===== config.mk =====
export PLATFORM = sky130hd
export DESIGN_NAME = arxw_stage
export DESIGN_NICKNAME = d
export VERILOG_FILES = /design/src/sv/arxw_pkg.sv /design/src/sv/arxw_stage.sv
export SDC_FILE = /design/constraint.sdc
export NUM_CORES = 1
export LEC_CHECK = 0
export BUFFER_PORTS_ARGS = -buffer_cell sky130_fd_sc_hd__buf_2
export CAP_MARGIN = 0
export CORE_AREA = 2 2 403 405
export DETAILED_ROUTE_END_ITERATION = 10
export DIE_AREA = 0 0 405 407
export SYNTH_ARGS = -nofsm -noshare
export SYNTH_HDL_FRONTEND = slang
export SYNTH_SLANG_ARGS = --single-unit

===== constraint.sdc =====
create_clock -name clock -period 11.8 [get_ports clock]
set_input_delay 2.36 -clock clock [delete_from_list [all_inputs] [get_ports clock]]
set_output_delay 2.36 -clock clock [all_outputs]
set_load 0.02 [all_outputs]

===== src/sv/arxw_pkg.sv =====
// Package for the ARX counter random word unit: item type, rotation
// constants and the add-xor-rotate mixing step. No dependencies.
`default_nettype none

package arxw_pkg;

   localparam int unsigned WordWidth  = 64;
   localparam int unsigned BlockWords = 8;
   localparam int unsigned StepsPerRound = 4;

   typedef logic [WordWidth-1:0] word_type;

   // One item in flight: the 512-bit block and the word to pick at the end
   typedef struct packed {
      logic [BlockWords-1:0][WordWidth-1:0] words;
      logic [2:0]                           sel;
   } arxw_item_type;

   // Rotation pairs per step within a round, entry 0 is the step at base 0
   localparam logic [StepsPerRound-1:0][5:0] ROT_FIRST  = {6'd16, 6'd18, 6'd20, 6'd22};
   localparam logic [StepsPerRound-1:0][5:0] ROT_SECOND = {6'd49, 6'd41, 6'd43, 6'd45};

   function automatic word_type rotl(input word_type v, input logic [5:0] r);
      rotl = (v << r) | (v >> (7'd64 - {1'b0, r}));
   endfunction

   // One add-xor-rotate step at base word 2*step, indices wrap mod 8
   function automatic arxw_item_type mix_step(input arxw_item_type item,
                                              input logic [1:0] step);
      logic [2:0]    p0;
      logic [2:0]    p1;
      logic [2:0]    p2;
      logic [2:0]    p3;
      word_type      a2;
      word_type      a3;
      arxw_item_type res;
      p0  = {step, 1'b0};
      p1  = p0 + 3'd1;
      p2  = p0 + 3'd2;
      p3  = p0 + 3'd3;
      a2  = (item.words[p2] ^ item.words[p0]) + item.words[p1];
      a3  = (item.words[p3] ^ item.words[p1]) + item.words[p0];
      res = item;
      res.words[p2] = rotl(a2, ROT_FIRST[step]);
      res.words[p3] = rotl(a3, ROT_SECOND[step]);
      mix_step = res;
   endfunction

endpackage

`default_nettype wire


===== src/sv/arxw_stage.sv =====
// One pipeline stage of the ARX random word unit: applies one mixing step
// and registers the item with its valid bit. Depends on arxw_pkg.
`default_nettype none

module arxw_stage #(
   parameter int unsigned STEP = 0
) (
   input  wire                      clock,
   input  wire                      reset,
   input  wire                      advance,
   input  wire                      in_valid,
   input  arxw_pkg::arxw_item_type  in_item,
   output logic                     out_valid,
   output arxw_pkg::arxw_item_type  out_item
);

   localparam logic [1:0] StepCode = STEP[1:0];

   logic                    valid_ff;
   arxw_pkg::arxw_item_type item_ff;
   arxw_pkg::arxw_item_type item_in;

   // mixing logic for this step
   always_comb begin
      item_in = arxw_pkg::mix_step(in_item, StepCode);
   end

   // valid bit, cleared by reset
   always_ff @(posedge clock) begin
      if (reset) begin
         valid_ff <= 1'b0;
      end else if (advance) begin
         valid_ff <= in_valid;
      end
   end

   // payload, loaded whenever the stage moves
   always_ff @(posedge clock) begin
      if (advance) begin
         item_ff <= item_in;
      end
   end

   assign out_valid = valid_ff;
   assign out_item  = item_ff;

endmodule

`default_nettype wire


==> results.txt, run 1 <==
DRC: 0
maxcap violations: 0
Final Cycle Share: 49.92%
Async SR Flop Fraction: 0%
Root Buffer: clkbuf_16
Port Buffer Count: 1034
DR vias: 19630
maximum vdd drop: 0.1146 mV
first-pass GRT wire length: 165.8 mm
syn_area_per_cell: 13.88 um2
1st-iter DRT viols: 1550
Yosys top cell by area: edfxtp_1
die area: 164800 um2
post-synthesis simple-gate area fraction: 6.248%
CTS tree: yes
fin nets: 3458
Avg WL per Cell: 25.68 um
CP arrival: 6.28 ns
HPWL Detailed: 107.9 mm
post-CTS setup repair buffer count: 0
Worst Setup Start Kind: input pin
total gr overflow: 0
Post-Synthesis Cells: 1725
Adder-Cell Fraction of Synth Area: 7.377%
Hold Startpoint: out_valid$_SDFFE_PP0P_
DRT Pass-1 Iters: 5
synthesis-to-finish area growth: 42.27%
initial antenna violation count: 35
Synth Warn #: 0
setup TNS: 0 ns
Worst R2R Start: out_valid$_SDFFE_PP0P_
core area: 160200 um2
Synth Net Count: 2384
CP Capture Type: flop
Die Span Y: 407 um
dominant combinational cell family by area after synthesis: compound AO/OA/AOI/OAI gates
Netlist Area Pre-Place: 23950 um2
RSZ-0062 raised after global routing: no
Seq cells post-synth: 516
vias in the first global route: 19270
clk buf depth: 3
largest net degree at the start of global routing: 159
Max Clock Freq: 169.8 MHz
Clock Latency Late Sink: 0.66 ns
clock skew: 0 ns
# setup viols final: 0
area share of the largest cell type after synthesis: 64.57%
CTS resizes: 0
remaining antenna violation count after routing: 0
Worst Hold Class: reg2reg
Tmin final: 5.891 ns
Final Core Density: 21.27%
clk sinks: 516
dpl cells: 4887
Most used DFF post-synth: edfxtp_1
Pwr per Cell Area: 177.6 nW/um2
top cells by area, synth: edfxtp_1 (65%), ha_1 (7.2%), xor2_1 (6.1%), a21oi_1 (3.3%), xnor2_1 (2.9%)
CTS clock-pin slew for the worst setup and hold paths: 0.06 ns
Hold Buf Count CTS: 0
GR Util All Layers: 14.87%
width of the die: 405 um
Slew Limit Fails: 0
Max-slew headroom: 27.60%
sequential area share after synthesis: 64.66%
Slew @ Worst Pin: 1.086 ns
post-synthesis mux area share: 0.04180%
non-filler cells, final: 5030
number of library cell types mapped by synthesis: 70
worst hold path endpoint: out_valid$_SDFFE_PP0P_
Pleak: 0.01408 uW
critical-path maximum fanout: 4
layout cells sized above 1: 40.93%
xor-xnor portion of the synthesized cell area: 9.033%
GP Congestion: 0.9689
post-synthesis compound-gate area fraction: 11.42%
worst setup path category: in2reg
vias per cell: 3.903
num rows: 147
total CTS buffers: 70
Post-synth EDFFs: 515
H-tree levels: 3
reg2reg end: out_valid$_SDFFE_PP0P_
worst hold path depth: 2
Ports: 1035
Starting Density: 14.95%
path depth of the worst reg2reg path: 2
CP required: 12.19 ns
final wirelength: 129.2 mm
Final Hold Vio Count: 0
status: completed
r2r setup slk: 11.19 ns
## worst max-delay path by stage
stage | startpoint | end | slack [ns] | cells after the start
floorplan | in_item[67] | out_item[226]$_DFFE_PP_ | 6.43 | 14
global route | in_item[21] | out_item[138]$_DFFE_PP_ | 5.45 | 13
finish | in_item[68] | out_item[239]$_DFFE_PP_ | 5.91 | 13
detailed placement | in_item[21] | out_item[138]$_DFFE_PP_ | 5.04 | 13
global placement | in_item[21] | out_item[138]$_DFFE_PP_ | 5.01 | 13
CTS | in_item[21] | out_item[138]$_DFFE_PP_ | 5.77 | 13
## sequential cells by signal, summed over array words and instances (netlist names)
| register | cells |
|---|---|
| out_item | 515 |
| out_valid | 1 |
## cells in the final DEF (no fill, tap or decap), types with 9 or more instances in the layout
cell,count
o21ai_0,76
diode_2,16
a211oi_1,9
nor2_1,86
a21o_1,51
ha_1,138
clkinv_1,13
xnor2_1,80
buf_2,1033
edfxtp_1,515
and3_1,9
a21oi_1,158
nand3_1,19
a31oi_1,12
nand2b_1,14
nand4_1,32
clkbuf_16,71
nor2b_1,15
o21bai_1,33
inv_1,39
xor2_1,167
clkinv_2,14
o21a_1,12
nor3_1,14
nand2_1,102
## report_power, final
part           leakage, uW  total [uW]  internal (uW)  switching (uW)
clock network      0.00110        2140           1220             917
registers          0.00505        2350           2290            66.2
logic              0.00793        1560            486            1070
## critical path: stages
cell and delay (ns):
buf_2 0.14, xor2_1 0.22, ha_1 0.28, a211oi_1 0.26, o21bai_1 0.15, a211oi_1 0.62
o21ai_1 0.30, a31oi_1 0.32, a2111oi_2 0.22, o31ai_2 0.40, o21ai_1 0.23, a221oi_1 0.65
xnor2_1 0.12
## final cells by class
| class | count | area [um2] |
|---|---|---|
| Multi-Input combinational cell | 1132 | 8177 |
| Timing Repair Buffer | 1040 | 5255 |
| Sequential cell | 516 | 15480 |
| Fill cell | 17320 | 126100 |
| Clock inverter | 51 | 471.7 |
| Antenna cell | 16 | 40.04 |
| Clock buffer | 76 | 1795 |
| Tap cell | 2160 | 2703 |
| Inverter | 39 | 146.4 |
## synth_stat cells, drive strengths merged (14+ instances only)
library cell  instances
o21ai                80
nor2                 86
nand2b               14
xor2                167
nand4                32
a21o                 51
a21oi               159
nor3                 14
edfxtp              515
nand3                19
inv                  39
o21bai               33
nor2b                15
xnor2                80
nand2               103
ha                  138
clkbuf               35
## routing by layer
layer	track usage, %	routed length [um]	vias up
li1	-	-	8736
met4	6.605	5303	18
met1	18.37	52400	9773
met5	0	112	-
met3	5.144	12700	188
met2	23.29	58680	915
## cells by family after synthesis
group | after synthesis
mux | 1
buf+inv | 77
xor+xnor | 247
fa+ha+maj | 140
compound gates | 425
flops | 516
simple gates | 319
## through the flow
stage | hold slack, ns | setup slack, ns | instance area, um2 | total power, uW
6_report | 0.5204 | 5.909 | 34070 | 6050
5_1_grt | 0.5796 | 5.450 | 34040 | 6313
4_1_cts | 0.4999 | 5.766 | 34030 | 6153
3_5_place_dp | 0.4861 | 5.040 | 31770 | 3955
3_3_place_gp | 0.4728 | 5.006 | 31770 | 3954
2_1_floorplan | 0.5788 | 6.426 | 23950 | 3193
No activity file was read; power rests on OpenSTA's default activity.
==> run 2: changes to the inputs <==
--- a/config.mk
+++ b/config.mk
@@ -5,11 +5,12 @@
 export SDC_FILE = /design/constraint.sdc
 export NUM_CORES = 1
 export LEC_CHECK = 0
+export ABC_AREA = 1
 export BUFFER_PORTS_ARGS = -buffer_cell sky130_fd_sc_hd__buf_2
 export CAP_MARGIN = 0
-export CORE_AREA = 2 2 403 405
+export CORE_AREA = 2 2 406 408
 export DETAILED_ROUTE_END_ITERATION = 10
-export DIE_AREA = 0 0 405 407
+export DIE_AREA = 0 0 408 410
 export SYNTH_ARGS = -nofsm -noshare
 export SYNTH_HDL_FRONTEND = slang
 export SYNTH_SLANG_ARGS = --single-unit
==> constraint.sdc (replaced) <==
create_clock -name clock -period 5.7 [get_ports clock]
set_input_delay 1.14 -clock clock [delete_from_list [all_inputs] [get_ports clock]]
set_output_delay 1.14 -clock clock [all_outputs]
set_load 0.02 [all_outputs]
==> results.txt, run 2 <==
CTS tree: yes
DRC: 0 (unchanged)
top cells by area, synth: edfxtp_1 (54%), nand2_1 (16%), inv_1 (8.5%), ha_1 (6.0%), xor2_1 (5.6%)
syn_area_per_cell: 8.797 um2 (-37%)
num rows: 149 (+1.4%)
remaining antenna violation count after routing: 0 (unchanged)
Async SR Flop Fraction: 0% (unchanged)
setup TNS: 0 ns (unchanged)
Avg WL per Cell: 25.43 um (-0.98%)
die area: 167300 um2 (+1.5%)
core area: 163500 um2 (+2.1%)
Synth Net Count: 3904 (+64%)
total gr overflow: 0 (unchanged)
worst hold path depth: 2 (unchanged)
DRT Pass-1 Iters: 5 (unchanged)
fill count: 18220 (+5.1%)
Starting Density: 17.46% (+2.5 points)
status: completed
# setup viols final: 0 (unchanged)
commonest cells in the netlist: nand2_1 (1205), inv_1 (645), edfxtp_1 (515)
critical-path maximum fanout: 4 (unchanged)
worst setup path category: in2reg
GR Util All Layers: 19.46% (+4.6 points)
top-count cell post-synth: nand2_1
reg2reg end: out_valid$_SDFFE_PP0P_
RSZ-0062 raised after global routing: no
worst hold path endpoint: out_valid$_SDFFE_PP0P_
Ports: 1035 (unchanged)
clock skew: 0 ns (unchanged)
Hold Startpoint: out_valid$_SDFFE_PP0P_
HPWL Detailed: 145.7 mm (+35%)
Worst Hold Class: reg2reg
Netlist Area Pre-Place: 28540 um2 (+19%)
Place WS: 1.730 ns (-3.310 ns)
Root Buffer: clkbuf_16
first-pass GRT wire length: 221.3 mm (+33%)
vias in the first global route: 26370 (+37%)
post-route design area: 38870 um2 (+14%)
sequential area share after synthesis: 54.25% (-10 points)
slack of the critical path: 2.451 ns (-3.458 ns)
register area: 15480 um2 (unchanged)
most frequent cells in the layout: nand2_1 (1205), buf_2 (1033), inv_1 (645), edfxtp_1 (515), nor2_1 (212)
dominant combinational cell family by area after synthesis: simple AND/OR/NAND/NOR gates
Yosys top cell by area: edfxtp_1
area of the multi-input gates: 10620 um2 (+30%)
Post-Synthesis Cells: 3245 (+88%)
Slew @ Worst Pin: 0.9680 ns (-0.1180 ns)
synthesis-to-finish area growth: 36.19%
Worst R2R Start: out_valid$_SDFFE_PP0P_
DR vias: 26460 (+35%)
CP required: 6.17 ns (-6.02 ns)
CTS resizes: 0 (unchanged)
post-synthesis mux area share: 0.03507% (-0.0067 points)
area share of the largest cell type after synthesis: 54.18% (-10 points)
Pwr per Cell Area: 338.1 nW/um2 (+90%)
width of the die: 408 um (+0.74%)
clk buf depth: 3 (unchanged)
Max Clock Freq: 307.8 MHz
Adder-Cell Fraction of Synth Area: 6.189% (-1.2 points)
Synth Warn #: 0 (unchanged)
dpl cells: 6478 (+33%)
layout cells sized above 1: 27.57% (-13 points)
clk sinks: 516 (unchanged)
maximum vdd drop: 0.2309 mV (+100%)
Slew Limit Fails: 0 (unchanged)
Tmin final: 3.249 ns
Placed Area: 36580 um2 (+15%)
Most used DFF post-synth: edfxtp_1
Seq cells post-synth: 516 (unchanged)
Final Hold Vio Count: 0 (unchanged)
CP arrival: 3.72 ns (-2.56 ns)
post-synthesis simple-gate area fraction: 23.45% (+17 points)
Port Buffer Count: 1034 (unchanged)
vias per cell: 4.001 (+2.5%)
final wirelength: 168.2 mm (+30%)
post-CTS setup repair buffer count: 0 (unchanged)
Max-slew headroom: 35.47% (+7.9 points)
Worst Setup Start Kind: input pin
Final Cycle Share: 56.99%
maxcap violations: 0 (unchanged)
fin nets: 5019 (+45%)
total CTS buffers: 69 (-1.4%)
initial antenna violation count: 56 (+60%)
CP Capture Type: flop
non-filler cells, final: 6613 (+31%)
post-synthesis compound-gate area fraction: 1.666% (-9.8 points)
CTS clock-pin slew for the worst setup and hold paths: 0.06 ns (about the same)
Pleak: 0.01944 uW (+38%)
Hold Buf Count CTS: 0 (unchanged)
Post-synth EDFFs: 515 (unchanged)
largest net degree at the start of global routing: 91 (-43%)
GP Congestion: 0.9786 (+1.0%)
xor-xnor portion of the synthesized cell area: 5.860% (-3.2 points)
path depth of the worst reg2reg path: 2 (unchanged)
H-tree levels: 3 (unchanged)
1st-iter DRT viols: 1673 (+7.9%)
most common cell after layout, fill and taps aside: nand2_1
number of library cell types mapped by synthesis: 26 (-63%)
max reg flops: 515 (unchanged)
Clock Latency Late Sink: 0.67 ns (about the same)
Die Span Y: 410 um (+0.74%)
r2r setup slk: 5.12 ns (-6.07 ns)
## run 2: changes by cell type in the layout (fill, tap and decap cells not counted), sizes merged, moves of 15 or more
| cell | previous run | this run |
|---|---|---|
| a21oi | 159 | 82 |
| nor2 | 86 | 239 |
| xnor2 | 80 | 7 |
| o21ai | 80 | 4 |
| nor2b | 15 | 0 |
| nor3 | 14 | 30 |
| nand2 | 103 | 1228 |
| inv | 45 | 656 |
| nand3 | 19 | 124 |
| o21bai | 33 | 6 |
| a21o | 51 | 0 |
| xor2 | 167 | 184 |
## run 2: logic make-up after synthesis
logic type | after synthesis
XOR/XNOR | 191
AND/OR/NAND/NOR | 1655
buffers and inverters | 650
flip-flops | 516
multiplexers | 1
AO/OA/AOI/OAI | 92
adder cells (fa/ha/maj) | 140
## run 2: cell type report
cell class / count / area share [%]
flip-flops and latches: 516 / 39.83
diodes: 10 / 0.06437
clock inverters: 45 / 1.233
multi-input cells: 2079 / 27.32
well taps: 2189 / 7.045
clock buffers: 80 / 4.603
inverters: 650 / 6.276
repair buffers: 1044 / 13.63
## run 2: worst max path at each step
stage	start	to	cells past startpoint	slack [ns]
2_1_floorplan	in_item[67]	out_item[224]$_DFFE_PP_	14	2.74
4_1_cts	in_item[3]	out_item[185]$_DFFE_PP_	15	2.49
6_report	in_item[3]	out_item[185]$_DFFE_PP_	15	2.45
3_5_place_dp	in_item[3]	out_item[185]$_DFFE_PP_	15	1.73
5_1_grt	in_item[3]	out_item[185]$_DFFE_PP_	15	2.30
3_3_place_gp	in_item[3]	out_item[185]$_DFFE_PP_	15	1.68
## run 2: critical path, stage by stage
cell,delay [ns]
buf_2,0.12
xor2_1,0.16
ha_1,0.38
inv_1,0.12
fa_1,0.46
inv_1,0.14
nand3_1,0.09
nand2_2,0.13
nand2_1,0.07
nand2_2,0.13
nand3_1,0.09
nand2_1,0.24
nand2_1,0.08
nand2_1,0.08
xor2_1,0.27
## run 2: metrics by stage
stage	utilization [%]	hold slack [ns]	power (uW)
after floorplan	-	0.5788	6826
after global placement	22.37	0.4689	8819
after detailed placement	22.37	0.4903	8797
after CTS	23.76	0.5011	13370
after global routing	23.76	0.5574	13720
final	23.78	0.5026	13140
## run 2: layer usage
layer  track usage, %  vias up  routed length, um
met5                0        -                122
met4            6.181       18               5038
met3            3.943      198              10830
met2            36.60     1094              88520
met1            21.72    12730              63680
li1                 -    12410                  -
## run 2: power by group
group | total, uW | internal [uW] | switching [uW] | leakage, uW
registers | 4910 | 4710 | 201 | 0.00505
clock network | 4480 | 2560 | 1920 | 0.00110
logic | 3750 | 1030 | 2720 | 0.0133
==> run 3: changes to the inputs <==
--- a/config.mk
+++ b/config.mk
@@ -8,9 +8,9 @@
 export ABC_AREA = 1
 export BUFFER_PORTS_ARGS = -buffer_cell sky130_fd_sc_hd__buf_2
 export CAP_MARGIN = 0
-export CORE_AREA = 2 2 406 408
+export CORE_AREA = 2 2 403 405
 export DETAILED_ROUTE_END_ITERATION = 10
-export DIE_AREA = 0 0 408 410
+export DIE_AREA = 0 0 405 407
 export SYNTH_ARGS = -nofsm -noshare
 export SYNTH_HDL_FRONTEND = slang
 export SYNTH_SLANG_ARGS = --single-unit
==> constraint.sdc (replaced) <==
create_clock -name clock -period 2.6 [get_ports clock]
set_input_delay 0.52 -clock clock [delete_from_list [all_inputs] [get_ports clock]]
set_output_delay 0.52 -clock clock [all_outputs]
set_load 0.02 [all_outputs]
==> results.txt, run 3 (synthesized netlist as in run 2, its figures left out) <==
maxcap violations: 0 (unchanged)
remaining antenna violation count after routing: 0 (unchanged)
Clock Latency Late Sink: 0.66 ns (about the same)
final wirelength: 172.3 mm (+2.4%)
RSZ-0062 raised after global routing: no
CP arrival: 2.88 ns (-0.84 ns)
initial antenna violation count: 21 (-63%)
Top Layer Used: met5
maximum vdd drop: 0.4535 mV (+96%)
Slew @ Worst Pin: 0.5382 ns (-0.4298 ns)
Avg WL per Cell: 23.50 um (-7.6%)
most frequent cells in the layout: nand2_1 (1205), buf_2 (1033), inv_1 (645), edfxtp_1 (515), buf_4 (505)
Ports: 1035 (unchanged)
most common cell after layout, fill and taps aside: nand2_1
clk sinks: 516 (unchanged)
Max-slew headroom: 64.00% (+29 points)
Pwr per Cell Area: 674.8 nW/um2 (+100%)
total gr overflow: 0 (unchanged)
width of the die: 405 um (-0.74%)
vias in the first global route: 29460 (+12%)
Pleak: 0.02294 uW (+18%)
GR Util All Layers: 20.11% (+0.66 points)
vias per cell: 3.966 (-0.86%)
core area: 160200 um2 (-2.0%)
first-pass GRT wire length: 226.9 mm (+2.5%)
Final Hold Vio Count: 0 (unchanged)
# setup viols final: 0 (unchanged)
status: completed
dpl cells: 6961 (+7.5%)
total CTS buffers: 68 (-1.4%)
die area: 164800 um2 (-1.5%)
layout cells sized above 1: 33.64% (+6.1 points)
CP required: 3.03 ns (-3.14 ns)
DR vias: 29080 (+9.9%)
hold slack: 0.06879 ns (-0.4338 ns)
max reg flops: 515 (unchanged)
fill count: 17220 (-5.5%)
CTS clock-pin slew for the worst setup and hold paths: 0.06 ns (about the same)
Root Buffer: clkbuf_16
Worst Setup Start Kind: input pin
largest net degree at the start of global routing: 68 (-25%)
num rows: 147 (-1.3%)
Metal-1 WL: 66.00 mm (+3.6%)
Max Clock Freq: 408.5 MHz
Worst Hold Class: in2reg
fin nets: 5766 (+15%)
Port Buffer Count: 1034 (unchanged)
Final Cycle Share: 94.16%
Die Span Y: 407 um (-0.73%)
HPWL Detailed: 146.7 mm (+0.66%)
synthesis-to-finish area growth: 58.56%
WL met3: 10.75 mm (-0.70%)
DRC: 0 (unchanged)
post-CTS setup repair buffer count: 0 (unchanged)
Slew Limit Fails: 0 (unchanged)
Final Core Density: 28.25% (+4.5 points)
GP Congestion: 0.9501 (-2.9%)
1st-iter DRT viols: 2091 (+25%)
Starting Density: 17.82% (+0.36 points)
WL met2: 87.92 mm (-0.68%)
Tmin final: 2.448 ns
non-filler cells, final: 7332 (+11%)
H-tree levels: 3 (unchanged)
clk buf depth: 3 (unchanged)
DRT Pass-1 Iters: 6 (+1)
CP Capture Type: flop
worst setup path category: in2reg
critical-path maximum fanout: 4 (unchanged)
clock skew: 0 ns (unchanged)
CTS tree: yes
run 3: changes by cell type in the layout (fill, tap and decap cells not counted), moves of 5 or more:
cell,change
clkbuf_1,-5
buf_12,+14
dlygate4sd3_1,+236
clkinvlp_4,+7
buf_4,+498
run 3: worst paths after layout:
kind	from	endpoint	slack [ns]	cells past startpoint
hold / removal	in_item[262]	out_item[262]$_DFFE_PP_	0.07	1
setup reg to reg	out_valid$_SDFFE_PP0P_	out_valid$_SDFFE_PP0P_	1.98	2
hold reg to reg	out_valid$_SDFFE_PP0P_	out_valid$_SDFFE_PP0P_	0.52	2
setup / recovery	in_item[150]	out_item[173]$_DFFE_PP_	0.15	15
run 3: cell type report:
class	instances	area, um2	share of cell area, %
diodes	11	27.53	0.06082
clock buffers	74	1734	3.831
clock inverters	50	565.5	1.250
inverters	650	2440	5.391
multi-input cells	2079	10630	23.48
flip-flops and latches	516	15480	34.21
well taps	2160	2703	5.971
repair buffers	1792	11680	25.80
run 3: routing by layer:
layer	global-route usage, %	vias up
met4	8.432	8
met5	0	-
li1	-	13920
met3	3.960	223
met2	36.94	1094
met1	22.51	13840
run 3: power breakdown:
part           total, uW  leakage, uW  internal, uW  switching, uW
Combinational       9890       0.0168          3570           6320
Sequential         10700      0.00505         10300            429
Clock               9910      0.00108          5480           4430
run 3: timing repair:
item | in CTS | in global routing
hold buffers | 236 | 0
gates resized for setup | 0 | 1
endpoints found under the hold margin | 236 | 0
setup endpoints to repair | 0 | 9
run 3: stage by stage:
stage	setup WS (ns)	TNS [ns]	instance area, um2	total power, uW
after detailed placement	-0.7336	-38.87	40560	20560
after floorplan	0.2568	0	28540	14970
final	0.1518	0	45260	30540
after global placement	-0.7133	-39.34	40560	20580
after global routing	0.03875	0	45240	31850
after CTS	0.04127	0	45230	30930
run 3: worst max-delay path: stages:
cell and delay (ns):
buf_2 0.10, xor2_1 0.40, buf_4 0.21, ha_1 0.24, buf_4 0.15, nand2_1 0.15
inv_1 0.06, nand2_1 0.06, nand2_1 0.08, inv_1 0.06, nand2_1 0.11, inv_1 0.09
nand3_1 0.25, buf_4 0.24, xor2_1 0.15
